## src/sensor_packet_deframer_defines.svh

```systemverilog
`ifndef SENSOR_PACKET_DEFRAMER_DEFINES_SVH
`define SENSOR_PACKET_DEFRAMER_DEFINES_SVH

// same-cycle implication
`define SPD_ASSERT_NOW(label, clk, rst, ante, cons) \
   label: assert property (@(posedge clk) disable iff (rst) (ante) |-> (cons)) \
      else $error("sensor_packet_deframer check failed");

// next-cycle implication
`define SPD_ASSERT_NEXT(label, clk, rst, ante, cons) \
   label: assert property (@(posedge clk) disable iff (rst) (ante) |=> (cons)) \
      else $error("sensor_packet_deframer check failed");

`endif

```

## src/spd_pkg.sv

```systemverilog
package spd_pkg;

   localparam logic [7:0] SYNC_CH = 8'h23;
   localparam logic [7:0] CR_CH   = 8'h0D;
   localparam logic [7:0] OFS_CH  = 8'h3D;
   localparam logic [7:0] TYPE_D  = 8'h44;

   localparam logic [11:0] SUM_INIT = 12'h023;

   localparam logic [7:0] CAL_WORD_POS     = 8'd30;
   localparam logic [7:0] HEADING_WORD_POS = 8'd32;
   localparam logic [7:0] HEADING_HI_POS   = HEADING_WORD_POS + 8'd1;

   localparam logic [16:0] HEADING_MAX  = 17'd359;
   localparam logic [16:0] HEADING_WRAP = 17'd360;

   localparam logic [7:0] MIN_HELD = 8'd2;
   localparam logic [7:0] TYPE_POS = 8'd3;

   localparam logic CMD_BYTE = 1'b0;
   localparam logic CMD_ARM  = 1'b1;

   localparam logic KIND_DATA   = 1'b0;
   localparam logic KIND_STATUS = 1'b1;

   localparam logic [1:0] ST_GOOD     = 2'd0;
   localparam logic [1:0] ST_BAD      = 2'd1;
   localparam logic [1:0] ST_OVERFLOW = 2'd2;

   localparam logic CSR_MAX_LENGTH     = 1'b0;
   localparam logic CSR_HEADING_OFFSET = 1'b1;

   localparam logic [7:0] MAX_LENGTH_RESET     = 8'd93;
   localparam logic [8:0] HEADING_OFFSET_RESET = 9'd45;

   typedef enum logic [1:0] {
      MODE_IDLE,
      MODE_HUNT,
      MODE_COLLECT
   } rx_mode_type;

   typedef struct packed {
      logic        kind;
      logic [7:0]  data_byte;
      logic [7:0]  payload_index;
      logic [1:0]  status;
      logic [7:0]  command_char;
      logic [15:0] heading;
      logic [7:0]  cal_state;
      logic        heading_valid;
      logic        last;
   } result_type;

endpackage

```

## src/sensor_packet_deframer.sv

```systemverilog
// Results of a word are registered and appear in the cycle after it is accepted.
// Throughput while rsp_ready is high: one word per cycle when it yields at most
// one result; a word that completes a payload group yields three results, one per
// cycle, and the next word is taken in the cycle the last of them leaves.
// Reset: synchronous; receiver idle, registers back to 93 and 45, result queue empty.
`include "sensor_packet_deframer_defines.svh"

module sensor_packet_deframer
   import spd_pkg::*;
(
   input  logic        clock,
   input  logic        reset,
   input  logic        req_valid,
   output logic        req_ready,
   input  logic        req_cmd,
   input  logic [7:0]  req_rx_byte,
   output logic        rsp_valid,
   input  logic        rsp_ready,
   output logic        rsp_kind,
   output logic [7:0]  rsp_data_byte,
   output logic [7:0]  rsp_payload_index,
   output logic [1:0]  rsp_status,
   output logic [7:0]  rsp_command_char,
   output logic [15:0] rsp_heading,
   output logic [7:0]  rsp_cal_state,
   output logic        rsp_heading_valid,
   output logic        rsp_last,
   input  logic        csr_we,
   input  logic        csr_index,
   input  logic [8:0]  csr_wdata
);

   rx_mode_type mode_ff, mode_in;
   logic [7:0]  count_ff, count_in;
   logic [11:0] sum_ff, sum_in;
   logic [7:0]  held0_ff, held0_in, held1_ff, held1_in;
   logic [7:0]  grp_ff [3];
   logic [7:0]  grp_in [3];
   logic [1:0]  gpos_ff, gpos_in;
   logic [7:0]  pcount_ff, pcount_in;
   logic [7:0]  ptype_ff, ptype_in;
   logic [7:0]  cal_ff, cal_in;
   logic [15:0] head_ff, head_in;
   logic [7:0]  max_len_ff;
   logic [8:0]  hofs_ff;

   result_type  q_ff [3];
   result_type  q_in [3];
   logic [1:0]  qcnt_ff;
   logic [1:0]  n_res;

   logic        accept;
   logic        pop;
   logic [7:0]  ca, cb, cc, cd;
   logic [7:0]  dec [3];
   logic [7:0]  idx [3];
   logic [7:0]  chk_hi, chk_lo;
   logic [1:0]  st;
   logic [16:0] hsum;

   assign accept    = req_valid & req_ready;
   assign pop       = rsp_valid & rsp_ready;
   assign req_ready = (qcnt_ff == 2'd0) | ((qcnt_ff == 2'd1) & rsp_ready);

   assign ca = grp_ff[0] - OFS_CH;
   assign cb = grp_ff[1] - OFS_CH;
   assign cc = grp_ff[2] - OFS_CH;
   assign cd = held0_ff - OFS_CH;

   always_comb begin
      // group chars 0..2 are stored, the fourth is the committing byte
      dec[0] = (ca << 2) | (cb >> 4);
      dec[1] = (cb << 4) | (cc >> 2);
      dec[2] = (cc << 6) | cd;
      idx[0] = pcount_ff;
      idx[1] = pcount_ff + 8'd1;
      idx[2] = pcount_ff + 8'd2;
   end

   assign chk_hi = OFS_CH + {2'b00, sum_ff[11:6]};
   assign chk_lo = OFS_CH + {2'b00, sum_ff[5:0]};
   assign hsum   = {1'b0, head_ff} + {8'b0, hofs_ff};

   always_comb begin
      if (count_ff < MIN_HELD) begin
         st = ST_BAD;
      end else if ((held0_ff == chk_hi) && (held1_ff == chk_lo)) begin
         st = ST_GOOD;
      end else begin
         st = ST_BAD;
      end
   end

   always_comb begin
      mode_in   = mode_ff;
      count_in  = count_ff;
      sum_in    = sum_ff;
      held0_in  = held0_ff;
      held1_in  = held1_ff;
      grp_in    = grp_ff;
      gpos_in   = gpos_ff;
      pcount_in = pcount_ff;
      ptype_in  = ptype_ff;
      cal_in    = cal_ff;
      head_in   = head_ff;
      n_res     = 2'd0;
      for (int k = 0; k < 3; k++) begin
         q_in[k] = '0;
         q_in[k].command_char = ptype_ff;
      end
      if (accept) begin
         if (req_cmd == CMD_ARM) begin
            mode_in = MODE_HUNT;
         end else begin
            case (mode_ff)
               MODE_HUNT: begin
                  if (req_rx_byte == SYNC_CH) begin
                     mode_in   = MODE_COLLECT;
                     count_in  = '0;
                     sum_in    = SUM_INIT;
                     held0_in  = '0;
                     held1_in  = '0;
                     grp_in    = '{default: '0};
                     gpos_in   = '0;
                     pcount_in = '0;
                     ptype_in  = '0;
                     cal_in    = '0;
                     head_in   = '0;
                  end
               end
               MODE_COLLECT: begin
                  if (req_rx_byte == CR_CH) begin
                     mode_in          = MODE_IDLE;
                     n_res            = 2'd1;
                     q_in[0].kind     = KIND_STATUS;
                     q_in[0].status   = st;
                     q_in[0].last     = 1'b1;
                     if ((st == ST_GOOD) && (ptype_ff == TYPE_D) &&
                         (pcount_ff > HEADING_HI_POS) && (pcount_ff > CAL_WORD_POS)) begin
                        q_in[0].heading_valid = 1'b1;
                        q_in[0].cal_state     = cal_ff;
                        q_in[0].heading       = (hsum > HEADING_MAX) ?
                                                16'(hsum - HEADING_WRAP) : hsum[15:0];
                     end
                  end else if (count_ff >= max_len_ff) begin
                     mode_in        = MODE_IDLE;
                     n_res          = 2'd1;
                     q_in[0].kind   = KIND_STATUS;
                     q_in[0].status = ST_OVERFLOW;
                     q_in[0].last   = 1'b1;
                  end else begin
                     if (count_ff >= MIN_HELD) begin
                        sum_in = sum_ff + {4'b0000, held0_ff};
                        if (count_ff == TYPE_POS) begin
                           ptype_in = held0_ff;
                        end else if (count_ff > TYPE_POS) begin
                           if (gpos_ff != 2'd3) begin
                              grp_in[gpos_ff] = held0_ff;
                              gpos_in         = gpos_ff + 2'd1;
                           end else begin
                              gpos_in   = '0;
                              n_res     = 2'd3;
                              pcount_in = pcount_ff + 8'd3;
                              for (int k = 0; k < 3; k++) begin
                                 q_in[k].kind          = KIND_DATA;
                                 q_in[k].data_byte     = dec[k];
                                 q_in[k].payload_index = idx[k];
                                 if (idx[k] == CAL_WORD_POS) begin
                                    cal_in = dec[k];
                                 end
                                 if (idx[k] == HEADING_WORD_POS) begin
                                    head_in[7:0] = dec[k];
                                 end
                                 if (idx[k] == HEADING_HI_POS) begin
                                    head_in[15:8] = dec[k];
                                 end
                              end
                              q_in[2].last = 1'b1;
                           end
                        end
                        held0_in = held1_ff;
                        held1_in = req_rx_byte;
                     end else if (count_ff[0] == 1'b0) begin
                        held0_in = req_rx_byte;
                     end else begin
                        held1_in = req_rx_byte;
                     end
                     count_in = count_ff + 8'd1;
                  end
               end
               default: begin
                  mode_in = MODE_IDLE;
               end
            endcase
         end
      end
   end

   always_ff @(posedge clock) begin
      if (reset) begin
         mode_ff    <= MODE_IDLE;
         count_ff   <= '0;
         sum_ff     <= SUM_INIT;
         held0_ff   <= '0;
         held1_ff   <= '0;
         grp_ff     <= '{default: '0};
         gpos_ff    <= '0;
         pcount_ff  <= '0;
         ptype_ff   <= '0;
         cal_ff     <= '0;
         head_ff    <= '0;
         max_len_ff <= MAX_LENGTH_RESET;
         hofs_ff    <= HEADING_OFFSET_RESET;
         qcnt_ff    <= '0;
      end else begin
         mode_ff   <= mode_in;
         count_ff  <= count_in;
         sum_ff    <= sum_in;
         held0_ff  <= held0_in;
         held1_ff  <= held1_in;
         grp_ff    <= grp_in;
         gpos_ff   <= gpos_in;
         pcount_ff <= pcount_in;
         ptype_ff  <= ptype_in;
         cal_ff    <= cal_in;
         head_ff   <= head_in;
         if (csr_we) begin
            case (csr_index)
               CSR_MAX_LENGTH:     max_len_ff <= csr_wdata[7:0];
               CSR_HEADING_OFFSET: hofs_ff    <= csr_wdata;
               default:            hofs_ff    <= hofs_ff;
            endcase
         end
         if (accept) begin
            qcnt_ff <= n_res;
         end else if (pop) begin
            qcnt_ff <= qcnt_ff - 2'd1;
         end
      end
   end

   // load on accept, advance on pop
   always_ff @(posedge clock) begin
      if (accept) begin
         q_ff <= q_in;
      end else if (pop) begin
         q_ff[0] <= q_ff[1];
         q_ff[1] <= q_ff[2];
      end
   end

   assign rsp_valid         = (qcnt_ff != 2'd0);
   assign rsp_kind          = q_ff[0].kind;
   assign rsp_data_byte     = q_ff[0].data_byte;
   assign rsp_payload_index = q_ff[0].payload_index;
   assign rsp_status        = q_ff[0].status;
   assign rsp_command_char  = q_ff[0].command_char;
   assign rsp_heading       = q_ff[0].heading;
   assign rsp_cal_state     = q_ff[0].cal_state;
   assign rsp_heading_valid = q_ff[0].heading_valid;
   assign rsp_last          = q_ff[0].last;

   `SPD_ASSERT_NOW(a_queue_bound, clock, reset, 1'b1, qcnt_ff != 2'd2 || !$past(accept))
   `SPD_ASSERT_NOW(a_accept_drained, clock, reset, accept,
      qcnt_ff == 2'd0 || (qcnt_ff == 2'd1 && pop))
   `SPD_ASSERT_NOW(a_final_is_last, clock, reset, pop && qcnt_ff == 2'd1, rsp_last)
   `SPD_ASSERT_NEXT(a_status_ends, clock, reset, pop && rsp_kind == KIND_STATUS,
      mode_ff != MODE_COLLECT || $past(accept))

endmodule
```

## config.mk

```make
export PLATFORM = sky130hd
export DESIGN_NAME = sensor_packet_deframer
export DESIGN_NICKNAME = d
export VERILOG_FILES = /design/src/spd_pkg.sv /design/src/sensor_packet_deframer.sv
export VERILOG_INCLUDE_DIRS = /design/src /design/src/src
export SDC_FILE = /design/constraint.sdc
export NUM_CORES = 1
export LEC_CHECK = 0
export BUFFER_PORTS_ARGS = -buffer_cell sky130_fd_sc_hd__buf_2
export CORE_MARGIN = 4
export CORE_UTILIZATION = 55
export CTS_BUF_LIST = sky130_fd_sc_hd__clkbuf_8
export CTS_CLUSTER_DIAMETER = 150
export DETAILED_ROUTE_END_ITERATION = 8
export MAX_ROUTING_LAYER = met4
export PLACE_DENSITY = 0.73
export SLEW_MARGIN = 20
export SYNTH_ARGS = -nofsm -noshare
export SYNTH_HDL_FRONTEND = slang
export SYNTH_SLANG_ARGS = --single-unit
```

## constraint.sdc

```tcl
create_clock -name clock -period 5.9 [get_ports clock]
set_clock_uncertainty 0.05 [all_clocks]
set_input_delay 1.18 -clock clock [delete_from_list [all_inputs] [get_ports clock]]
set_output_delay 1.18 -clock clock [all_outputs]
set_load 0.03 [all_outputs]
```

==> metrics.md, run 1 <==
| Metric | Value |
|---|---|
| #FFs+latches synth | 224 |
| Die X-Extent | 157.5 um |
| Routed Antenna Nets | 0 |
| Initial antenna violation count | 0 |
| Worst setup EP type | flop |
| Distinct cell type count after synthesis | 74 |
| Critical path data arrival time | 4.36 ns |
| Syn Nets | 1392 |
| Pin count of the biggest net entering global routing | 75 |
| Syn Area/Cell | 9.349 um2 |
| Vias in the first global route | 9288 |
| 1st-iter DRT viols | 727 |
| Number of synthesized flops with an enable pin | 102 |
| Total die area | 24810 um2 |
| Worst Path Required | 6.21 ns |
| Commonest cells after routing, fill and taps aside | 181 x nand2_1, 122 x dfxtp_1, 104 x nor2_1 |
| Status | finished, final reports clean |
| Final period utilization | 68.76% |
| Internal | 3004 uW |
| Relative slew margins | 31.26% |
| GP Congestion | 0.9282 |
| Primary FF master, synth | dfxtp_1 |
| Resize count post-CTS | 0 |
| Vias per inst | 5.739 |
| Sequential share of the synthesized area | 44.78% |
| Path type of the worst setup path | flop to flop |
| Hold-fix buffers at CTS | 0 |
| Clk sink count | 224 |
| Fmax | 0.2465 GHz |
| Drt pass-1 iters | 5 |
| Final WL | 28390 um |
| Synth top area cells | edfxtp_1 25%, dfxtp_1 20%, nand2_1 5.6% |
| Share of power burned in the clock network | 35.6% |
| I/O Pins | 79 |
| Crit Path Max Fanout | 23 |
| Die Y | 157.5 um |
| CTS Root Cell | clkbuf_8 |
| Final slew viol count | 0 |
| Initial Utilization | 56.16% |
| RSZ-0062 raised after global routing | no |
| Logic pwr share | 17.9% |
| Non-filler cells, final | 1641 |
| YS warnings | 0 |
| LEAKAGE | 0.005150 uW |
| Post-detail-place hpwl | 19860 um |
| Wirelength per Cell | 17.30 um |
| Hold Path Class | flop to flop |
| Number of buffers created by CTS | 40 |
| Layout cells sized above 1 | 13.08% |
| DRC violations left | 0 |
| Yosys top cell area share | 24.91% |
| Buffers on Ports | 78 |
| Global-route wire length before repair | 46270 um |
| Cell count after synthesis | 1315 |
| Post CTS Setup Buffer Count | 0 |
| Clk_lat worst skew | 0.54 ns |
| # diodes | 0 |
| GRT Overall Usage | 23.55% |
| Commonest non-fill, non-tap cell in the layout | nand2_1 |
| Via count | 9417 |
| Max-cap violations | 0 |
| Nets | 1407 |
| CP startpoint kind | flop |
| Mapped cell area | 12290 um2 |
| Floorplan row count | 54 |
| Core Region | 21890 um2 |
| Tmin final | 4.057 ns |
| Total number of H-tree levels | 2 |
| Switch Pwr | 1298 uW |
| P&R area growth vs syn | 8.528% |
| Final core utilization | 60.95% |
| Post-synth top area cell | edfxtp_1 |
| Total gr overflow | 0 |
| Worst slew pin tran | 1.028 ns |
| CTS tree | built |
| Fin. Hold Viols | 0 |
| # setup viols final | 0 |
| Power share of the sequential group | 46.5% |
| CTS clk-pin slew, worst paths | 0.06 ns |
| Setup TNS | 0 ns |
| Peak ir drop on the vdd network | 213.5 uV |
| Post-placement cell count | 1567 |
| Net Sw Frac | 30.17% |
| Deepest clock path buffer count | 3 |
| Min Hold Slack | 0.4027 ns |
| PD cells | 322.4 nW/um2 |
| Async SR Flop Fraction | 0% |
cells in the mapped netlist, drive strengths merged, types with 9 or more instances:
cell / number
a21oi: 74
a22o: 47
and3: 9
buf: 74
clkbuf: 38
dfxtp: 122
edfxtp: 102
ha: 51
inv: 53
mux2: 12
mux2i: 26
nand2: 182
nand2b: 17
nand3: 42
nand3b: 13
nand4: 10
nor2: 106
nor2b: 10
nor3: 24
nor4: 9
o211ai: 18
o21ai: 72
xnor2: 48
xor2: 44
state kept, by name, summed over array words and instances (netlist names), 9 cells and up:
name         count
sum_ff          12
grp_ff          22
hofs_ff          9
q_ff            50
head_ff         16
rsp_heading     16
per-stage QoR:
| step | cell area, um2 | worst slack [ns] | power [uW] |
|---|---|---|---|
| global placement | 12470 | 2.050 | 2782 |
| detailed placement | 12470 | 1.879 | 2805 |
| CTS | 13310 | 1.879 | 4337 |
| floorplan | 12290 | 2.242 | 2724 |
| global route | 13340 | 1.407 | 4496 |
| finish | 13340 | 1.843 | 4301 |
area by class of cell:
cell class / instances / area, um2
fill: 1874 / 8548
multi-input combinational: 926 / 5988
sequential: 224 / 5505
clock buffer: 42 / 578.1
timing repair buffer: 85 / 455.4
tap: 280 / 350.3
clock inverter: 31 / 266.5
inverter: 53 / 198.9
layer usage:
layer	wire length (um)	up-vias	share of wire, %	global-route usage (%)
met4	898	0	3.2	9.054
met5	0	-	0	-
li1	-	4653	-	-
met1	12780	4426	45	31.18
met2	13120	267	46	36.66
met3	1596	71	5.6	3.629
logic make-up after synthesis:
kind of cell	after synthesis	share of synthesized area, %
compound gates	283	15.26
xor+xnor	92	6.554
fa+ha+maj	53	5.516
buf+inv	165	6.758
flops	224	44.78
mux	38	3.216
simple gates	460	17.92
power by group through the flow:
stage	Combinational, uW	Clock [uW]	Sequential [uW]
finish	769	1530	2000
global placement	755	0	2030
CTS	772	1560	2000
detailed placement	770	0	2030
global route	831	1640	2020
floorplan	681	0	2040
worst max-delay path, cell delays in order (launching register included):
cell	delay (ns)
dfxtp_1	0.48
inv_1	0.15
ha_1	0.30
nand2b_1	0.14
a21o_1	0.17
a21oi_1	0.28
o21ai_0	0.19
nor2_1	0.34
nand4_1	0.75
inv_1	0.25
nand2_1	0.43
o21ai_0	0.36
final timing paths:
kind / slack (ns) / from / cells after the start / endpoint
max: 1.84 / count_ff[0] / 11 / rsp_data_byte[7]
min: 0.40 / ptype_ff[6] / 0 / q_ff[32]
max reg2reg: 1.84 / count_ff[0] / 11 / rsp_data_byte[7]
min reg2reg: 0.40 / ptype_ff[6] / 0 / q_ff[32]
(Power assumes the default switching activity.)
==> run 2, diff against run 1 <==
Settings changed: PLACE_DENSITY 0.73 to 0.76.
Clock period 5.9 ns to 3.58 ns, I/O delays scaled along.
==> run 2 against run 1 <==
Sequential share of layout area is 0.43 points lower. Sequential cell count is the same. Design area grew 1.1%. Critical path type unchanged. Worst setup slack lost 1.5 ns. First-iteration DRC count grew 12%. Die area stayed put. Utilization increased by 0.65 points. Power is 60% higher. Sequential power increased by 64%. Routed wire length is essentially flat.
==> metrics.md, run 2 (same netlist as run 1, synthesis figures left out) <==
| Metric | Value |
|---|---|
| Status | finished, final reports clean (unchanged) |
| Commonest non-fill, non-tap cell in the layout | nand2_1 (unchanged) |
| P&R area growth vs syn | 9.679% (was 8.528%) |
| I/O Pins | 79 (unchanged) |
| Max reg flops | 50 (unchanged) |
| GP Congestion | 0.9197 (was 0.9282) |
| # diodes | 0 (unchanged) |
| Path type of the worst setup path | flop to flop (unchanged) |
| Layout cells sized above 1 | 14.37% (was 13.08%) |
| Die X-Extent | 157.5 um (unchanged) |
| Total die area | 24810 um2 (unchanged) |
| 1st-iter DRT viols | 812 (was 727) |
| Core Region | 21890 um2 (unchanged) |
| Number of buffers created by CTS | 40 (unchanged) |
| Critical path data arrival time | 3.47 ns (was 4.36 ns) |
| Global-route wire length before repair | 45830 um (was 46270 um) |
| Via count | 9663 (was 9417) |
| Die Y | 157.5 um (unchanged) |
| Wire length on met3 | 1866 um (was 1596 um) |
| Worst Path Required | 3.80 ns (was 6.21 ns) |
| Wirelength per Cell | 17.04 um (was 17.30 um) |
| Share of power burned in the clock network | 33.6% (was 35.6%) |
| Top sig layer | met4 (unchanged) |
| Logic pwr share | 18.8% (was 17.9%) |
| Final period utilization | 90.94% (was 68.76%) |
| WL met1 | 12510 um (was 12780 um) |
| Deepest clock path buffer count | 3 (unchanged) |
| Routed Antenna Nets | 0 (unchanged) |
| Total number of H-tree levels | 2 (unchanged) |
| Metal2 WL | 13100 um (was 13120 um) |
| Final slew viol count | 0 (unchanged) |
| CP startpoint kind | flop (unchanged) |
| Commonest cells after routing, fill and taps aside | 181 x nand2_1, 122 x dfxtp_1, 104 x nor2_1 (unchanged) |
| Initial Utilization | 56.16% (unchanged) |
| Pin count of the biggest net entering global routing | 59 (was 75) |
| Final WL | 28380 um (was 28390 um) |
| Setup ws final | 0.3244 ns (was 1.843 ns) |
| Drt pass-1 iters | 6 (was 5) |
| GRT Overall Usage | 23.42% (was 23.55%) |
| Worst setup EP type | flop (unchanged) |
| # setup viols final | 0 (unchanged) |
| Post-detail-place hpwl | 20060 um (was 19860 um) |
| Total gr overflow | 0 (unchanged) |
| Clk sink count | 224 (unchanged) |
| Peak ir drop on the vdd network | 401.8 uV (was 213.5 uV) |
| Buffers on Ports | 78 (unchanged) |
| CTS clk-pin slew, worst paths | 0.06 ns (about the same) |
| Clk_lat worst skew | 0.53 ns (was 0.54 ns) |
| CTS tree | built (unchanged) |
| Pre-CTS setup slack | 0.3051 ns (was 1.879 ns) |
| Hold Path Class | input port to flop (was flop to flop) |
| # fillers | 1847 (was 1874) |
| Fin. Hold Viols | 0 (unchanged) |
| Vias in the first global route | 9218 (was 9288) |
| Nets | 1434 (was 1407) |
| Setup TNS | 0 ns (unchanged) |
| LEAKAGE | 0.005303 uW (was 0.005150 uW) |
| Fmax | 0.3072 GHz (was 0.2465 GHz) |
| Power share of the sequential group | 47.7% (was 46.5%) |
| RSZ-0062 raised after global routing | no (unchanged) |
| Crit Path Max Fanout | 7 (was 23) |
| Initial antenna violation count | 0 (unchanged) |
| Vias per inst | 5.804 (was 5.739) |
| CTS Root Cell | clkbuf_8 (unchanged) |
| PD cells | 511.6 nW/um2 (was 322.4 nW/um2) |
| Net Sw Frac | 30.15% (was 30.17%) |
| Biggest regs | q_ff: 50 flops, grp_ff: 22 flops (unchanged) |
| Internal | 4818 uW (was 3004 uW) |
| DRC violations left | 0 (unchanged) |
| Floorplan row count | 54 (unchanged) |
| Largest Register | q_ff (unchanged) |
| Worst slew pin tran | 0.7475 ns (was 1.028 ns) |
| Relative slew margins | 50.17% (was 31.26%) |
| Hold-fix buffers at CTS | 0 (unchanged) |
| Max-cap violations | 0 (unchanged) |
| Tmin final | 3.256 ns (was 4.057 ns) |
| Switch Pwr | 2080 uW (was 1298 uW) |
==> run 2: metrics by stage <==
stage / cell area, um2 / utilization [%] / hold WS, ns / power [uW] / cells
2_1_floorplan: 12290 / - / 0.3750 / 4489 / 1315
3_5_place_dp: 12670 / 57.88 / 0.3974 / 4635 / 1594
4_1_cts: 13450 / 61.44 / 0.3565 / 6948 / 1664
5_1_grt: 13480 / 61.60 / 0.3732 / 7208 / 1665
3_3_place_gp: 12670 / 57.88 / 0.3863 / 4600 / 1594
6_report: 13480 / 61.60 / 0.3773 / 6898 / 1665
==> run 2: repair_timing <==
action / CTS / global route
setup endpoints to repair: 0 / 2
resized for setup: 0 / 1
setup buffers: 0 / 0
==> run 2: power groups by stage <==
stage               combinational, uW  clock [uW]  sequential, uW
floorplan                        1120           0            3370
global placement                 1270           0            3330
detailed placement               1290           0            3340
CTS                              1300        2360            3290
global route                     1400        2490            3320
finish                           1300        2310            3290
==> run 2: final timing paths <==
check	slack (ns)	endpoint	startpoint	depth (start not counted)
hold reg to reg	0.41	hofs_ff[6]	hofs_ff[6]	2
setup reg to reg	0.32	rsp_heading[12]	hofs_ff[0]	15
setup / recovery	0.32	rsp_heading[12]	hofs_ff[0]	15
hold / removal	0.38	hofs_ff[8]	csr_wdata[8]	3
==> run 2: routing by layer <==
layer / track usage [%] / up-vias
li1: - / 4705
met1: 30.95 / 4543
met2: 36.68 / 339
met3: 3.712 / 76
met4: 8.521 / 0
met5: - / -
==> run 2: critical path, stage by stage, from the launching register on <==
cell and delay, ns:
dfxtp_1 0.33, ha_1 0.18, inv_1 0.06, fa_1 0.38
nand2b_1 0.17, a21oi_2 0.27, xnor2_2 0.20, ha_1 0.19
nand2_1 0.05, a32o_1 0.21, o31a_1 0.23, o22ai_1 0.18
buf_4 0.18, o211ai_1 0.10, xnor2_1 0.16, nor2_1 0.05
==> run 2: layout make-up <==
cell class / count / area [um2] / area share, %
sequential: 224 / 5505 / 40.83
multi-input combinational: 926 / 5986 / 44.39
inverter: 53 / 198.9 / 1.475
timing repair buffer: 112 / 665.6 / 4.936
clock inverter: 24 / 145.1 / 1.076
tap: 280 / 350.3 / 2.598
clock buffer: 46 / 633.1 / 4.695
==> run 3, diff against run 2 <==
Settings changed: RECOVER_POWER set to 50.
==> run 3 against run 2 <==
Count of clock-buffer cells in the layout did not move. First-iteration DRC count fell by 6.3%. Non-clock buffer count did not move. Largest power group unchanged.
==> metrics.md, run 3 (same netlist as run 1, synthesis figures left out) <==
| Metric | Value |
|---|---|
| Crit-path cells | inv_1 -> ha_1 -> nand2b_1 -> a21o_1 -> a21oi_1 -> o2111ai_1 -> o31ai_2 -> nand3_1 -> or3_1 -> a21oi_1 (was ha_1 -> inv_1 -> fa_1 -> nand2b_1 -> a21oi_2 -> xnor2_2 -> ha_1 -> nand2_1 -> a32o_1 -> o31a_1 -> o22ai_1 -> buf_4 -> o211ai_1 -> xnor2_1 -> nor2_1) |
| Min Hold Slack | 0.3771 ns (was 0.3773 ns) |
| CTS Root Cell | clkbuf_8 (unchanged) |
| RSZ-0062 raised after global routing | no (unchanged) |
| Non-filler cells, final | 1665 (unchanged) |
| Clk_lat worst skew | 0.53 ns (about the same) |
| Layout cells sized above 1 | 10.04% (was 14.37%) |
| Worst slew pin tran | 1.449 ns (was 0.7475 ns) |
| P&R area growth vs syn | 8.915% (was 9.679%) |
| Deepest clock path buffer count | 3 (unchanged) |
| # setup viols final | 0 (unchanged) |
| Global-route wire length before repair | 45830 um (unchanged) |
| Top delay family on crit path | compound AO/OA/AOI/OAI gates (unchanged) |
| Total number of H-tree levels | 2 (unchanged) |
| Worst setup path start | count_ff[0] (was hofs_ff[0]) |
| I/O Pins | 79 (unchanged) |
| Hold Path Class | input port to flop (unchanged) |
| # diodes | 0 (unchanged) |
| Core Region | 21890 um2 (unchanged) |
| GP Congestion | 0.9197 (unchanged) |
| DRC violations left | 0 (unchanged) |
| Nets | 1434 (unchanged) |
| GRT Overall Usage | 23.42% (unchanged) |
| Final WL | 28500 um (was 28380 um) |
| Initial Utilization | 56.16% (unchanged) |
| Buffers on Ports | 78 (unchanged) |
| Pre-CTS setup slack | 0.3051 ns (unchanged) |
| Post-detail-place hpwl | 20060 um (unchanged) |
| Hold-fix buffers at CTS | 0 (unchanged) |
| Worst setup EP type | flop (unchanged) |
| Crit path buf inv count | 1 (was 2) |
| Setup TNS | 0 ns (unchanged) |
| PD cells | 510.6 nW/um2 (was 511.6 nW/um2) |
| Max-cap violations | 0 (unchanged) |
| Worst Path Required | 3.98 ns (was 3.80 ns) |
| Commonest cells after routing, fill and taps aside | 181 x nand2_1, 122 x dfxtp_1, 105 x nor2_1 (was 181 x nand2_1, 122 x dfxtp_1, 104 x nor2_1) |
| Die Y | 157.5 um (unchanged) |
| Max reg flops | 50 (unchanged) |
| Via count | 9647 (was 9663) |
| Critical path data arrival time | 3.65 ns (was 3.47 ns) |
| Wirelength per Cell | 17.12 um (was 17.04 um) |
| LEAKAGE | 0.005111 uW (was 0.005303 uW) |
| Critical-path top delay cell | o31ai_2 (was fa_1) |
| Post-placement cell count | 1594 (unchanged) |
| Final slew viol count | 0 (unchanged) |
| Vias per inst | 5.794 (was 5.804) |
| Worst r2r src | count_ff[0] (was hofs_ff[0]) |
| Final period utilization | 90.94% (about the same) |
| Largest Register | q_ff (unchanged) |
| Status | finished, final reports clean (unchanged) |
| Path type of the worst setup path | flop to flop (unchanged) |
| Largest stage delay, worst path | 0.69 ns (was 0.38 ns) |
| Final core utilization | 61.17% (was 61.60%) |
| Total gr overflow | 0 (unchanged) |
| Peak ir drop on the vdd network | 392.5 uV (was 401.8 uV) |
| Hold_sp | csr_wdata[8] (unchanged) |
| Drt pass-1 iters | 6 (unchanged) |
| Fin. Hold Viols | 0 (unchanged) |
| Critical path's most frequent cell | a21oi_1 (was ha_1) |
| Floorplan row count | 54 (unchanged) |
| Vias in the first global route | 9218 (unchanged) |
| Die X-Extent | 157.5 um (unchanged) |
| Total die area | 24810 um2 (unchanged) |
| Fmax | 0.3072 GHz (about the same) |
| CP startpoint kind | flop (unchanged) |
| Commonest non-fill, non-tap cell in the layout | nand2_1 (unchanged) |
| CTS clk-pin slew, worst paths | 0.06 ns (about the same) |
| CTS tree | built (unchanged) |
| Number of buffers created by CTS | 40 (unchanged) |
| Routed Antenna Nets | 0 (unchanged) |
| Reg-to-reg setup timing slack | 0.32 ns (about the same) |
| Setup ws final | 0.3243 ns (was 0.3244 ns) |
| Clk sink count | 224 (unchanged) |
| 1st-iter DRT viols | 761 (was 812) |
| Relative slew margins | 3.047% (was 50.17%) |
| Pin count of the biggest net entering global routing | 59 (unchanged) |
| Biggest regs | q_ff: 50 flops, grp_ff: 22 flops (unchanged) |
| Crit Path Max Fanout | 9 (was 7) |
| Initial antenna violation count | 0 (unchanged) |
| Tmin final | 3.256 ns (about the same) |
-- run 3: worst paths after layout --
| path | to | depth (start not counted) |
|---|---|---|
| hold / removal | hofs_ff[8] | 3 |
| setup / recovery | sum_ff[10] | 10 |
| setup reg to reg | sum_ff[10] | 10 |
| hold reg to reg | hofs_ff[6] | 2 |
-- run 3: what timing repair did --
item | 4_1_cts | 5_1_grt
resized for setup | 0 | 1
setup endpoints to repair | 0 | 2
buffers inserted | 0 | 0
-- run 3: metrics by stage --
step	total power (uW)	cell area (um2)
after global routing	7144	13390
after CTS	6948	13450
after detailed placement	4635	12670
after floorplan	4489	12290
after global placement	4600	12670
final	6837	13390
-- run 3: power by group --
group	switching (uW)	leakage (uW)	internal [uW]	total, uW
Sequential	109	0.00202	3190	3300
Clock	1010	0.000462	1310	2310
Combinational	967	0.00263	252	1220
Total	2080	0.00511	4750	6840
-- run 3: layout make-up --
cell class	count	area, um2
clock buffer	46	633.1
clock inverter	24	145.1
fill	1880	8501
inverter	53	198.9
multi-input combinational	926	5973
sequential	224	5505
tap	280	350.3
timing repair buffer	112	584.3
-- run 3: tightest hold or removal path, cell delays in order --
cell     delay, ns
buf_2         0.09
nand2_1       0.05
a21oi_1       0.05
-- run 3: layer usage --
layer | up-vias | wire, um | track usage (%)
met4 | 0 | 879 | 8.521
met5 | - | 0 | -
met3 | 69 | 1938 | 3.712
met1 | 4535 | 12520 | 30.95
li1 | 4713 | - | -
met2 | 330 | 13170 | 36.68
